[config.mk]
export PLATFORM = sky130hd
export DESIGN_NAME = connection_table_receiver
export DESIGN_NICKNAME = d
export VERILOG_FILES = /design/src/rtl/crx_pkg.sv /design/src/rtl/connection_table_receiver.sv /design/src/rtl/crx_alloc.sv /design/src/rtl/crx_core.sv
export VERILOG_INCLUDE_DIRS = /design/src /design/src/rtl
export SDC_FILE = /design/constraint.sdc
export NUM_CORES = 2
export LEC_CHECK = 0
export BUFFER_PORTS_ARGS = -buffer_cell sky130_fd_sc_hd__buf_2
export CAP_MARGIN = 20
export CORE_AREA = 2 2 308 279
export CTS_CLUSTER_DIAMETER = 120
export DETAILED_ROUTE_END_ITERATION = 8
export DIE_AREA = 0 0 310 281
export PLACE_DENSITY = 0.72
export SYNTH_ARGS = -nofsm -noshare
export SYNTH_HDL_FRONTEND = slang
export SYNTH_SLANG_ARGS = --single-unit
[constraint.sdc]
create_clock -name clk -period 6.7 [get_ports clk]
set_input_delay 0.67 -clock clk [delete_from_list [all_inputs] [get_ports clk]]
set_output_delay 0.67 -clock clk [all_outputs]
set_load 0.02 [all_outputs]
[src/rtl/connection_table_receiver_assert.svh]
// Assertion macros used by the connection table receiver top level.
// Expects clk and rst_n in the scope where a macro is used.
`ifndef CONNECTION_TABLE_RECEIVER_ASSERT_SVH
`define CONNECTION_TABLE_RECEIVER_ASSERT_SVH

// Same-cycle implication.
`define CRX_ASSERT_NOW(label, ante, cons, msg) \
    label: assert property (@(posedge clk) disable iff (!rst_n) (ante) |-> (cons)) \
        else $error(msg);

// Next-cycle implication.
`define CRX_ASSERT_NEXT(label, ante, cons, msg) \
    label: assert property (@(posedge clk) disable iff (!rst_n) (ante) |=> (cons)) \
        else $error(msg);

`endif

[src/rtl/crx_pkg.sv]
// Types and constants for the connection table receiver.
// No dependencies; used by crx_core and the top level.
`default_nettype none

package crx_pkg;

    typedef enum logic [2:0] {
        CMD_CONNECT = 3'd0,
        CMD_ACK     = 3'd1,
        CMD_DATA    = 3'd2,
        CMD_FIN     = 3'd3,
        CMD_CLOSE   = 3'd4,
        CMD_CACK    = 3'd5,
        CMD_OTHER   = 3'd6
    } cmd_e;

    typedef enum logic [2:0] {
        KIND_NONE        = 3'd0,
        KIND_CONNECT_ACK = 3'd1,
        KIND_ACK         = 3'd2,
        KIND_REFUSED     = 3'd3,
        KIND_DISCARD     = 3'd4,
        KIND_ACK_SEEN    = 3'd5,
        KIND_CACK_SEEN   = 3'd6,
        KIND_UNKNOWN     = 3'd7
    } kind_e;

    typedef enum logic [1:0] {
        MODE_CLOSED    = 2'd0,
        MODE_CONNECTED = 2'd1,
        MODE_FIN       = 2'd2
    } mode_e;

    typedef enum logic [1:0] {
        REG_MAX_CONN     = 2'd0,
        REG_LOCAL_MTU    = 2'd1,
        REG_HEADER_BYTES = 2'd2
    } cfg_reg_e;

    localparam logic [4:0]  MAX_CONN_RESET     = 5'd16;
    localparam logic [15:0] LOCAL_MTU_RESET    = 16'd1500;
    localparam logic [7:0]  HEADER_BYTES_RESET = 8'd20;

    // Connection ids in the header are 4 bits, so at most 16 table rows are addressable.
    localparam int CONN_IDS = 16;

    typedef struct packed {
        logic [2:0]  cmd;
        logic [7:0]  src_node;
        logic [3:0]  conn_index;
        logic [15:0] seq_field;
        logic [3:0]  sender_tag;
        logic [15:0] window_field;
    } item_t;

    typedef struct packed {
        kind_e       kind;
        logic [7:0]  node;
        logic [3:0]  conn;
        logic [15:0] seq;
        logic [3:0]  sender;
        logic [15:0] window;
        logic        deliver;
        logic [31:0] deliver_len;
    } result_t;

endpackage

`default_nettype wire

[src/rtl/connection_table_receiver.sv]
// Connection table receiver, top level: config registers, header register, result register.
// Depends on crx_pkg, crx_core (with crx_alloc) and connection_table_receiver_assert.svh.
//
// Usage:
//   Input channel (in_valid/in_ready) carries one decoded transport header per request:
//   cmd, src_node, conn_index, seq_field, sender_tag, window_field.
//   Output channel (out_valid/out_ready) returns exactly one result per header:
//   reply_kind and the reply fields, plus deliver/deliver_len for a FIN on a connected entry.
//   Config port: cfg_we with cfg_index 0 = connection slot limit, 1 = local_mtu,
//   2 = header_bytes; write only while no request is in flight.
//   Path: an accepted header is held in the header register, then decision logic
//   and the table update feed the result register.
//   Throughput: one header per cycle unless a held result stalls the header register;
//   the connection table is read and updated in the same cycle the header moves into the result register.
//   Reset: table cleared (all slots free and closed, counts zero), registers
//   return to 16 connections, MTU 1500, header size 20.
//   Receiver stall: result and pending header hold; in_ready drops once both
//   registers are full and out_ready is low.
`default_nettype none

`include "connection_table_receiver_assert.svh"

module connection_table_receiver #(
    parameter int SLOTS = 16
) (
    input  wire logic        clk,
    input  wire logic        rst_n,

    input  wire logic        in_valid,
    output logic             in_ready,
    input  wire logic [2:0]  cmd,
    input  wire logic [7:0]  src_node,
    input  wire logic [3:0]  conn_index,
    input  wire logic [15:0] seq_field,
    input  wire logic [3:0]  sender_tag,
    input  wire logic [15:0] window_field,

    output logic             out_valid,
    input  wire logic        out_ready,
    output logic [2:0]       reply_kind,
    output logic [7:0]       reply_node,
    output logic [3:0]       reply_conn,
    output logic [15:0]      reply_seq,
    output logic [3:0]       reply_sender,
    output logic [15:0]      reply_window,
    output logic             deliver,
    output logic [31:0]      deliver_len,

    input  wire logic        cfg_we,
    input  wire logic [1:0]  cfg_index,
    input  wire logic [15:0] cfg_data
);

    logic [4:0]  max_conn_reg;
    logic [15:0] local_mtu_reg;
    logic [7:0]  header_bytes_reg;

    logic             hdr_valid_reg;
    crx_pkg::item_t   hdr_reg;
    logic             res_valid_reg;
    crx_pkg::result_t res_reg;
    crx_pkg::result_t res_next;
    logic             advance;

    assign advance  = hdr_valid_reg && (!res_valid_reg || out_ready);
    assign in_ready = !hdr_valid_reg || advance;

    always_ff @(posedge clk or negedge rst_n)
    begin
        if (!rst_n)
        begin
            max_conn_reg     <= crx_pkg::MAX_CONN_RESET;
            local_mtu_reg    <= crx_pkg::LOCAL_MTU_RESET;
            header_bytes_reg <= crx_pkg::HEADER_BYTES_RESET;
        end
        else if (cfg_we)
        begin
            case (cfg_index)
                crx_pkg::REG_MAX_CONN:     max_conn_reg     <= cfg_data[4:0];
                crx_pkg::REG_LOCAL_MTU:    local_mtu_reg    <= cfg_data;
                crx_pkg::REG_HEADER_BYTES: header_bytes_reg <= cfg_data[7:0];
                default:                   ;
            endcase
        end
    end

    always_ff @(posedge clk or negedge rst_n)
    begin
        if (!rst_n)
        begin
            hdr_valid_reg <= 1'b0;
            res_valid_reg <= 1'b0;
        end
        else
        begin
            if (in_valid && in_ready)
            begin
                hdr_valid_reg <= 1'b1;
            end
            else if (advance)
            begin
                hdr_valid_reg <= 1'b0;
            end
            if (advance)
            begin
                res_valid_reg <= 1'b1;
            end
            else if (out_ready)
            begin
                res_valid_reg <= 1'b0;
            end
        end
    end

    always_ff @(posedge clk)
    begin
        if (in_valid && in_ready)
        begin
            hdr_reg.cmd          <= cmd;
            hdr_reg.src_node     <= src_node;
            hdr_reg.conn_index   <= conn_index;
            hdr_reg.seq_field    <= seq_field;
            hdr_reg.sender_tag   <= sender_tag;
            hdr_reg.window_field <= window_field;
        end
        if (advance)
        begin
            res_reg <= res_next;
        end
    end

    crx_core #(
        .SLOTS (SLOTS)
    ) u_core (
        .clk          (clk),
        .rst_n        (rst_n),
        .fire         (advance),
        .item         (hdr_reg),
        .max_conn     (max_conn_reg),
        .local_mtu    (local_mtu_reg),
        .header_bytes (header_bytes_reg),
        .result       (res_next)
    );

    assign out_valid    = res_valid_reg;
    assign reply_kind   = res_reg.kind;
    assign reply_node   = res_reg.node;
    assign reply_conn   = res_reg.conn;
    assign reply_seq    = res_reg.seq;
    assign reply_sender = res_reg.sender;
    assign reply_window = res_reg.window;
    assign deliver      = res_reg.deliver;
    assign deliver_len  = res_reg.deliver_len;

    `CRX_ASSERT_NOW(a_stall_only_when_full, !in_ready,
        hdr_valid_reg && res_valid_reg && !out_ready, "input stalled without full pipeline")
    `CRX_ASSERT_NEXT(a_advance_loads_result, advance,
        res_valid_reg, "header advanced but no result presented")
    `CRX_ASSERT_NOW(a_deliver_is_ack, res_valid_reg && res_reg.deliver,
        res_reg.kind == crx_pkg::KIND_ACK, "deliver on a non-ack result")
    `CRX_ASSERT_NOW(a_len_only_on_deliver, res_valid_reg && !res_reg.deliver,
        res_reg.deliver_len == 32'd0, "byte count without deliver")

endmodule

`default_nettype wire

[src/rtl/crx_alloc.sv]
// Lowest-free-slot priority encoder for CONNECT, limited to slots below max_conn.
// Depends on nothing but its ports; instantiated by crx_core.
`default_nettype none

module crx_alloc #(
    parameter int SLOTS = 16,
    parameter int SIW   = 4
) (
    input  wire logic [SLOTS-1:0] busy,
    input  wire logic [4:0]       max_conn,
    output logic                  found,
    output logic [SIW-1:0]        idx
);

    always_comb
    begin
        found = 1'b0;
        idx   = '0;
        // scan downward so the lowest eligible slot wins
        for (int i = SLOTS - 1; i >= 0; i--)
        begin
            if (!busy[i] && (i < int'(max_conn)))
            begin
                found = 1'b1;
                idx   = SIW'(i);
            end
        end
    end

endmodule

`default_nettype wire

[src/rtl/crx_core.sv]
// Connection table and per-header decision logic (one header per call).
// Depends on crx_pkg and crx_alloc.
`default_nettype none

module crx_core #(
    parameter int SLOTS = 16
) (
    input  wire logic              clk,
    input  wire logic              rst_n,
    input  wire logic              fire,
    input  wire crx_pkg::item_t    item,
    input  wire logic [4:0]        max_conn,
    input  wire logic [15:0]       local_mtu,
    input  wire logic [7:0]        header_bytes,
    output crx_pkg::result_t       result
);

    localparam int TBL = (SLOTS < crx_pkg::CONN_IDS) ? SLOTS : crx_pkg::CONN_IDS;
    localparam int SIW = (SLOTS > 1) ? $clog2(SLOTS) : 1;
    localparam int TIW = (TBL > 1) ? $clog2(TBL) : 1;

    crx_pkg::mode_e mode_reg  [TBL];
    logic [15:0]    seq_reg   [TBL];
    logic [31:0]    bytes_reg [TBL];
    logic [SLOTS-1:0] busy_reg;

    logic           alloc_found;
    logic [SIW-1:0] alloc_idx;
    logic           alloc_tbl;

    logic [TIW-1:0] tidx;
    logic [SIW-1:0] bidx;
    logic           in_table;
    crx_pkg::mode_e cur_mode;
    logic [15:0]    cur_seq;
    logic [31:0]    cur_bytes;
    logic [15:0]    seq_plus1;
    logic [32:0]    sum;
    logic [31:0]    sat_bytes;

    logic [9:0]         hb3;
    logic signed [17:0] mine;
    logic signed [17:0] req;
    logic signed [17:0] win_min;
    logic [15:0]        negotiated;

    logic alloc_we;
    logic data_we;
    logic clr_we;
    logic fin_we;
    logic close_we;

    crx_alloc #(
        .SLOTS (SLOTS),
        .SIW   (SIW)
    ) u_alloc (
        .busy     (busy_reg),
        .max_conn (max_conn),
        .found    (alloc_found),
        .idx      (alloc_idx)
    );

    assign alloc_tbl = int'(alloc_idx) < TBL;
    assign tidx      = item.conn_index[TIW-1:0];
    assign bidx      = SIW'(item.conn_index);
    assign in_table  = int'(item.conn_index) < TBL;
    assign cur_mode  = mode_reg[tidx];
    assign cur_seq   = seq_reg[tidx];
    assign cur_bytes = bytes_reg[tidx];
    assign seq_plus1 = cur_seq + 16'd1;
    assign sum       = {1'b0, cur_bytes} + {17'd0, item.window_field};
    assign sat_bytes = sum[32] ? '1 : sum[31:0];

    // window = max(0, min(mtu - 3*hdr, requested)), signed compare
    assign hb3        = {2'b00, header_bytes} + {1'b0, header_bytes, 1'b0};
    assign mine       = $signed({2'b00, local_mtu}) - $signed({8'd0, hb3});
    assign req        = $signed({2'b00, item.window_field});
    assign win_min    = (mine < req) ? mine : req;
    assign negotiated = win_min[17] ? 16'd0 : win_min[15:0];

    always_comb
    begin
        result      = '0;
        result.kind = crx_pkg::KIND_NONE;
        result.node = item.src_node;
        alloc_we    = 1'b0;
        data_we     = 1'b0;
        clr_we      = 1'b0;
        fin_we      = 1'b0;
        close_we    = 1'b0;
        case (item.cmd)
            crx_pkg::CMD_CONNECT:
            begin
                if (alloc_found)
                begin
                    alloc_we      = 1'b1;
                    result.kind   = crx_pkg::KIND_CONNECT_ACK;
                    result.conn   = 4'(alloc_idx);
                    result.sender = item.sender_tag;
                    result.window = negotiated;
                end
                else
                begin
                    result.kind = crx_pkg::KIND_REFUSED;
                end
            end
            crx_pkg::CMD_ACK:
            begin
                result.kind   = crx_pkg::KIND_ACK_SEEN;
                result.conn   = item.conn_index;
                result.seq    = item.seq_field;
                result.sender = item.sender_tag;
            end
            crx_pkg::CMD_DATA:
            begin
                if (!in_table)
                begin
                    result.kind = crx_pkg::KIND_DISCARD;
                end
                else if (item.seq_field == seq_plus1)
                begin
                    data_we       = 1'b1;
                    result.kind   = crx_pkg::KIND_ACK;
                    result.seq    = item.seq_field;
                    result.sender = item.sender_tag;
                end
                else if (item.seq_field == cur_seq)
                begin
                    // duplicate: ack again, count unchanged
                    result.kind   = crx_pkg::KIND_ACK;
                    result.seq    = item.seq_field;
                    result.sender = item.sender_tag;
                end
                else
                begin
                    result.kind = crx_pkg::KIND_DISCARD;
                end
            end
            crx_pkg::CMD_FIN:
            begin
                if (in_table)
                begin
                    if (cur_mode == crx_pkg::MODE_CONNECTED)
                    begin
                        clr_we             = 1'b1;
                        result.deliver     = 1'b1;
                        result.deliver_len = cur_bytes;
                    end
                    else
                    begin
                        fin_we = 1'b1;
                    end
                end
                result.kind   = crx_pkg::KIND_ACK;
                result.sender = item.sender_tag;
            end
            crx_pkg::CMD_CLOSE:
            begin
                close_we = in_table;
            end
            crx_pkg::CMD_CACK:
            begin
                result.kind   = crx_pkg::KIND_CACK_SEEN;
                result.conn   = item.conn_index;
                result.seq    = item.seq_field;
                result.sender = item.sender_tag;
                result.window = item.window_field;
            end
            default:
            begin
                result.kind = crx_pkg::KIND_UNKNOWN;
            end
        endcase
    end

    always_ff @(posedge clk or negedge rst_n)
    begin
        if (!rst_n)
        begin
            busy_reg <= '0;
            for (int i = 0; i < TBL; i++)
            begin
                mode_reg[i]  <= crx_pkg::MODE_CLOSED;
                seq_reg[i]   <= '0;
                bytes_reg[i] <= '0;
            end
        end
        else if (fire)
        begin
            if (alloc_we)
            begin
                busy_reg[alloc_idx] <= 1'b1;
                // slots above the addressable range only track occupancy
                if (alloc_tbl)
                begin
                    mode_reg[alloc_idx[TIW-1:0]]  <= crx_pkg::MODE_CONNECTED;
                    seq_reg[alloc_idx[TIW-1:0]]   <= '0;
                    bytes_reg[alloc_idx[TIW-1:0]] <= '0;
                end
            end
            if (data_we)
            begin
                bytes_reg[tidx] <= sat_bytes;
                seq_reg[tidx]   <= item.seq_field;
            end
            if (clr_we)
            begin
                bytes_reg[tidx] <= '0;
            end
            if (fin_we)
            begin
                mode_reg[tidx] <= crx_pkg::MODE_FIN;
            end
            if (close_we)
            begin
                mode_reg[tidx] <= crx_pkg::MODE_CLOSED;
                busy_reg[bidx] <= 1'b0;
            end
        end
    end

endmodule

`default_nettype wire
* Word level (Yosys, flattened, before mapping)
Index checks and enable logic that the tools add are counted.
** Storage, ports and cells
- Flip-flop bits (word level) :: 982
- Output and inout port bits :: 86
- Logic and storage cells :: 282
** Cells by class
- $add $sub $neg :: 4
- Magnitude comparators :: 25
- Equal/unequal tests :: 10
- Multiplexer cells :: 104
- Bitwise operators :: 19
- Reductions and logical operators :: 52
** Operators with widths (count)
- 512-bit two-way mux :: 5
- 512-bit AND :: 2
- 512-bit inverter :: 2
- 256-bit two-way mux :: 3
- 512-bit bitwise mux :: 1
- 32-bit two-way mux :: 10
- 256-bit AND :: 1
- 256-bit bitwise mux :: 1
- 32-bit demux with 4-bit select :: 2
- 256-bit inverter :: 1
- 32-bit binary-select mux with 4-bit select :: 1
- 16-bit demux with 4-bit select :: 2
- 16-bit two-way mux :: 8
- 4-bit two-way mux :: 17
- 16-bit binary-select mux with 4-bit select :: 1
- 16-bit case mux with 2 select lines :: 2
- 20-bit two-way mux :: 3
- 16-bit AND :: 3
- 16-bit inverter :: 3
- 16-bit bitwise OR :: 3
- 4-bit by 5-bit < comparator with 1-bit output, first input constant :: 8
- 32-bit by 16-bit adder with 33-bit output :: 1
- 33-bit two-way mux :: 1
- 32-bit AND :: 1
- 38 further kinds :: 132

* Longest topological paths before layout
- Depth after elaboration :: 32
- Gate-level depth with buffers :: 28
- Mapped depth without buffers :: 26

* Hierarchy
From an unflattened synthesis, not the netlist that was laid out.
** Second synthesis, totals
- Cell total of the unflattened synthesis :: 3866
- Area, all modules :: 47151.5 sq um
** By module, submodules not included
- crx_core :: instances 1, cells each 3583, area each 41327.1 sq um, seq. area each 20419.6 sq um
- connection_table_receiver :: instances 1, cells each 205, area each 5306.3 sq um, seq. area each 4842.1 sq um
- crx_alloc :: instances 1, cells each 78, area each 518.0 sq um, seq. area each 0.0 sq um

* Worst setup path after synthesis
No wires, ideal clock.
- Kind :: reg2reg
- Start :: reg hdr_reg[37] (netlist name)
- End :: reg u_core.bytes_reg[215] (netlist name)
- Setup time :: 0.135 ns
- Data arrival time :: 5.951 ns
- Path slack :: 0.613 ns
- Stages on the path, launching flop included :: 26
- Clock period less this slack :: 6.087 ns
- Path through :: edfxtp_1 -> buf_4 -> buf_4 -> buf_4 -> buf_4 -> buf_2 -> buf_2 -> clkbuf_1 -> clkbuf_1 -> clkbuf_1 -> buf_1 -> mux4_2 -> mux4_2 -> ha_1 -> a21o_1 -> a21o_1 -> a21oi_1 -> o21ai_0 -> a41o_1 -> a31oi_1 -> nor3_1 -> and3_1 -> xor2_1 -> nor2_1 -> clkbuf_1 -> o21ai_0
** On the way
- Elaborated cells between the ends (all ways) :: 30
- Those cells by class :: add/sub (2); order compare (2); eq/ne (2); mux (20); bitwise (3); reduce/logical (1)
** RTL lines
- start, declared :: line connection_table_receiver.sv:59 : crx_pkg::item_t hdr_reg;
- 4-bit inverter with 5-bit output (not written as such) * :: line crx_core.sv:69 : assign cur_bytes = bytes_reg[tidx];
- 32-bit binary-select mux with 4-bit select * :: line crx_core.sv:69
- 32-bit two-way mux (not written as such) * (2 in series) :: line crx_core.sv:69
- net u_core.cur_bytes[0] :: line crx_core.sv:36 : logic [31:0] cur_bytes;
- 32-bit by 16-bit adder with 33-bit output * :: line crx_core.sv:71 : assign sum = {1'b0, cur_bytes} + {17'd0, item.window_field};
- 32-bit two-way mux * :: line crx_core.sv:72 : assign sat_bytes = sum[32] ? '1 : sum[31:0];
- 512-bit bitwise mux * :: line crx_core.sv:203 : bytes_reg[tidx] <= sat_bytes;
- 512-bit two-way mux * :: line crx_core.sv:201 : if (data_we)
- 512-bit two-way mux * :: line crx_core.sv:188 : else if (fire)
- 512-bit AND (no source line)
- 512-bit two-way mux * :: line crx_core.sv:206 : if (clr_we)
- end signal, assigned by index :: line crx_core.sv:203
- end, declared :: line crx_core.sv:24 : logic [31:0] bytes_reg [TBL];
The timed path passes the listed nets; every way through them passes the cells marked *. The select of a mux whose other input is x is not followed.
A chain may end at the register's enable or synchronous reset.

==> load_flow_metrics.sql <==
INSERT INTO impl_metrics (metric_group, metric, value, unit) VALUES
('logic_synthesis', 'postSynth.asyncResetShare', '0.8625', ''),
('placed_design', 'port_buffers', '159', ''),
('cts', 'clock_sink_count', '982', ''),
('grt', 'met2_usage_in_global_routing', '0.4783', ''),
('logic_synthesis', 'yosysUniqueCellTypes', '76', ''),
('grt', 'grt_util_all_layers', '0.3209', ''),
('critical_path', 'worst-endpoint-required', '7.21', 'ns'),
('status', 'outcome', 'complete, but fails checks', ''),
('logic_synthesis', 'yosysWarnings', '0', ''),
('timing', 'final-hold-violation-count', '2', ''),
('timing', 'timing.final.crit_share', '0.8926', ''),
('route', 'viasPerCell', '6.720', ''),
('placed_design', 'place_worst_setup_slack', '0.3703', 'ns'),
('critical_path', 'timing.critical_path.max_delay_family', 'compound AO/OA/AOI/OAI gates', ''),
('finish', 'syn_to_final_growth', '12.25', '%'),
('placed_design', 'placed_cell_area', '47890', 'µm²'),
('placed_design', 'dpl.cell_count', '5000', ''),
('logic_synthesis', 'postSynth.topFlopCell', 'sky130_fd_sc_hd__dfrtp_1', ''),
('critical_path', 'critical_path.cell_chain', 'inv_1, fa_1, ha_1, nor2b_1, o21ai_0, a21boi_0, o21ai_0, a21boi_0, o21ai_0, a21boi_0, o21ai_0, nand2b_1, xnor2_1, ha_1, a21o_1, a21oi_1, o211ai_1, a31oi_1, o21ai_0, ha_1, nor3_2, inv_1, o21ai_0', ''),
('grt', 'overflow', '0', ''),
('critical_path', 'timing.critical_path.fanout_max', '15', ''),
('logic_synthesis', 'post_synth.cell_area_avg', '11.64', 'µm²'),
('floorplan', 'die_w', '310', 'µm'),
('worst_hold_path', 'hold_path.class', 'input pin to asynchronous set/reset pin', ''),
('power', 'cellPowerDensity', '265.4', 'nW/µm²'),
('logic_synthesis', 'syn_nets', '4067', ''),
('critical_path', 'timing.setup.critical_path_class', 'flop to flop', ''),
('critical_path', 'critical-path-slowest-cell', 'sky130_fd_sc_hd__nor3_2', ''),
('logic_synthesis', 'yosys.area_share.simple', '0.1122', ''),
('finish', 'share_of_cells_above_drive_strength_1', '0.1904', ''),
('cts', 'cts_hold_buf', '0', ''),
('timing', 'achievable_freq', '167.2', 'MHz'),
('timing', 'rsz_0062_raised_after_global_routing', 'no', ''),
('cts', 'insertion_delay', '0.69', 'ns'),
('grt', 'grt_pass1_vias', '34220', ''),
('grt', 'grt_max_degree', '176', ''),
('logic_synthesis', 'yosysSeqAreaShare', '0.5512', ''),
('cts', 'htree_levels', '3', ''),
('placed_design', 'dp.final_hpwl', '79540', 'µm'),
('placed_design', 'gp_congestion', '0.9213', ''),
('floorplan', 'die_area', '87110', 'µm²'),
('finish', 'final_cell_area', '51440', 'µm²'),
('timing', 'total_negative_slack_for_setup_checks', '0', 'ns'),
('timing', 'finalCriticalPeriod', '5.980', 'ns'),
('route', 'route.detailed.drc', '0', ''),
('status', 'violations', 'hold timing', ''),
('cts', 'tritoncts.num_buffers', '99', ''),
('logic_synthesis', 'syn-instance-count', '3938', ''),
('route', 'routed_wire_length', '139100', 'µm'),
('route', 'detail_route.iter0.violations', '4184', ''),
('floorplan', 'die_y', '281', 'µm'),
('finish', 'post_layout_nonfiller_instances', '5192', ''),
('power', 'leakage', '22.02', 'nW'),
('timing', 'slew_headroom', '0.1747', ''),
('cts', 'clk_transition_reported_paths', '0.06', 'ns'),
('logic_synthesis', 'synth_enable_flop_cells', '135', ''),
('critical_path', 'crit_path_start', 'header_bytes_reg[2]', ''),
('finish', 'fill_cells', '6725', ''),
('job', 'cap_viol_max_count', '0', ''),
('grt', 'grt_pass1_wl', '211100', 'µm'),
('timing', 'max_slew.worst_pin.slew', '1.235', 'ns'),
('route', 'drtAntennaViolNets', '0', ''),
('cts', 'post_cts_buffers', '0', ''),
('logic_synthesis', 'synth_xor_xnor_area_share', '0.01032', ''),
('cts', 'cts-root-buf', 'sky130_fd_sc_hd__clkbuf_16', ''),
('critical_path', 'path_buf_inv', '2', ''),
('route', 'route.vias.total', '34890', ''),
('critical_path', 'cp_slowest_stage_delay', '0.78', 'ns'),
('route', 'detail_route.wl_per_cell', '26.78', 'µm'),
('timing', 'hold_slack', '-0.004721', 'ns'),
('timing', 'setup_slack', '0.7198', 'ns');
[logic make-up (layout without fill, tap and decap cells)]
logic type      Yosys count  count (layout)
compound gates         1071            1071
buf+inv                 447             564
simple gates           1039            1039
fa+ha+maj                56              56
xor+xnor                 54              54
flops                   982             982
mux                     289             289
other cells               0               4
[cell usage after synthesis, types with 9 or more instances]
library cell,number,share of area
sky130_fd_sc_hd__nand3_1,607,0.066
sky130_fd_sc_hd__nor4_1,9,0.0012
sky130_fd_sc_hd__a21oi_1,52,0.0057
sky130_fd_sc_hd__mux4_2,228,0.11
sky130_fd_sc_hd__a31oi_1,10,0.0014
sky130_fd_sc_hd__xor2_1,13,0.0025
sky130_fd_sc_hd__nand2_1,145,0.012
sky130_fd_sc_hd__mux2i_1,21,0.0046
sky130_fd_sc_hd__o21a_1,13,0.0021
sky130_fd_sc_hd__edfxtp_1,135,0.088
sky130_fd_sc_hd__o22ai_1,9,0.0012
sky130_fd_sc_hd__nor2b_1,10,0.0014
sky130_fd_sc_hd__a22oi_1,45,0.0074
sky130_fd_sc_hd__ha_1,47,0.013
sky130_fd_sc_hd__clkbuf_1,233,0.019
sky130_fd_sc_hd__nor2_1,109,0.0089
sky130_fd_sc_hd__o21ai_0,673,0.073
sky130_fd_sc_hd__nand2b_1,18,0.0025
sky130_fd_sc_hd__inv_1,95,0.0078
sky130_fd_sc_hd__o2bb2ai_1,157,0.030
sky130_fd_sc_hd__xnor2_1,41,0.0078
sky130_fd_sc_hd__nand4_1,10,0.0014
sky130_fd_sc_hd__a32oi_1,12,0.0023
sky130_fd_sc_hd__dfstp_2,10,0.0057
sky130_fd_sc_hd__and2_1,57,0.0078
sky130_fd_sc_hd__o32ai_1,9,0.0017
sky130_fd_sc_hd__nand3b_1,9,0.0015
sky130_fd_sc_hd__dfrtp_1,837,0.46
sky130_fd_sc_hd__mux2_2,40,0.0098
sky130_fd_sc_hd__buf_4,18,0.0029
sky130_fd_sc_hd__buf_1,19,0.0016
sky130_fd_sc_hd__nor3_1,29,0.0032
sky130_fd_sc_hd__a21boi_0,9,0.0015
sky130_fd_sc_hd__buf_2,72,0.0079
sky130_fd_sc_hd__a21o_1,15,0.0025
sky130_fd_sc_hd__a22o_1,19,0.0036
[metal layers]
metal / up-vias / wire length [µm]
li1: 14720 / -
met1: 17710 / 56990
met2: 2118 / 62290
met3: 337 / 15780
met4: 2 / 3981
met5: - / 13
[cell usage in the layout, fill, tap and decap left out, types with 9 or more instances in the layout]
cell type                   Yosys  layout
sky130_fd_sc_hd__clkbuf_1     233      20
sky130_fd_sc_hd__o21a_1        13      13
sky130_fd_sc_hd__a31oi_1       10      10
sky130_fd_sc_hd__xnor2_1       41      41
sky130_fd_sc_hd__a21o_1        15      15
sky130_fd_sc_hd__nor2_1       109     108
sky130_fd_sc_hd__buf_12         0      12
sky130_fd_sc_hd__ha_1          47      47
sky130_fd_sc_hd__nor2b_1       10      10
sky130_fd_sc_hd__a32oi_1       12      12
sky130_fd_sc_hd__buf_2         72     158
sky130_fd_sc_hd__nand2b_1      18      18
sky130_fd_sc_hd__o32ai_1        9       9
sky130_fd_sc_hd__a21boi_0       9       9
sky130_fd_sc_hd__bufinv_16      0      12
sky130_fd_sc_hd__mux2i_1       21      21
sky130_fd_sc_hd__nand3b_1       9       9
sky130_fd_sc_hd__edfxtp_1     135     135
sky130_fd_sc_hd__a22o_1        19      19
sky130_fd_sc_hd__dfrtp_1      837     837
sky130_fd_sc_hd__clkbuf_8       0      20
sky130_fd_sc_hd__xor2_1        13      13
sky130_fd_sc_hd__nand2_1      145     137
sky130_fd_sc_hd__mux4_2       228     228
sky130_fd_sc_hd__clkinv_2       0      21
sky130_fd_sc_hd__dfstp_2       10      10
sky130_fd_sc_hd__nor3_1        29      27
sky130_fd_sc_hd__o2bb2ai_1    157     157
sky130_fd_sc_hd__mux2_2        40      40
sky130_fd_sc_hd__clkbuf_16      0     101
sky130_fd_sc_hd__nand3_1      607     599
sky130_fd_sc_hd__nand4_1       10      10
sky130_fd_sc_hd__a22oi_1       45      37
sky130_fd_sc_hd__a21oi_1       52      49
sky130_fd_sc_hd__and2_1        57      56
sky130_fd_sc_hd__o21ai_0      673     673
sky130_fd_sc_hd__inv_1         95      94
sky130_fd_sc_hd__o22ai_1        9       9
sky130_fd_sc_hd__buf_4         18     106
[power by group]
part / internal, W / switching, W
registers: 0.00621 / 0.000114
logic: 0.000517 / 0.000943
clock network: 0.00345 / 0.00242
total: 0.0102 / 0.00348
[final timing paths]
path	end	slack (ns)	cells past startpoint
min in group clk	hdr_reg[37]	0.17	1
max in group asynchronous	u_core.bytes_reg[461]	5.05	3
max	reply_window[0]	0.72	23
min reg2reg	reply_node[6]	0.42	0
min	local_mtu_reg[12]	-0.005	1
max reg2reg	reply_window[0]	0.72	23
[metrics by stage]
step	total power [W]	util
2_1_floorplan	0.007357	-
3_3_place_gp	0.007845	0.5704
3_5_place_dp	0.007871	0.5707
4_1_cts	0.01367	0.6116
5_1_grt	0.01410	0.6129
6_report	0.01365	0.6131
[worst register-to-register path, delay by kind of cell, from the launching register on]
family | cells | cell delay [ns]
adder cells (fa/ha/maj) | 4 | 1.36
AO/OA/AOI/OAI | 13 | 2.48
XOR/XNOR | 1 | 0.20
flip-flops | 1 | 0.54
buffers and inverters | 2 | 0.20
AND/OR/NAND/NOR | 3 | 1.04
[final cells by class]
cell class / count / area (µm²) / share of cell area
Timing Repair Buffer: 282 / 1966 / 0.03821
Tap cell: 1133 / 1418 / 0.02756
Inverter: 99 / 374.1 / 0.007272
Antenna cell: 4 / 10.01 / 0.0001946
Clock buffer: 140 / 2864 / 0.05567
Multi-Input combinational cell: 2509 / 18990 / 0.3691
Clock inverter: 43 / 563.0 / 0.01095
Sequential cell: 982 / 25260 / 0.4911
Note: power is estimated with default switching activity, not from simulation.
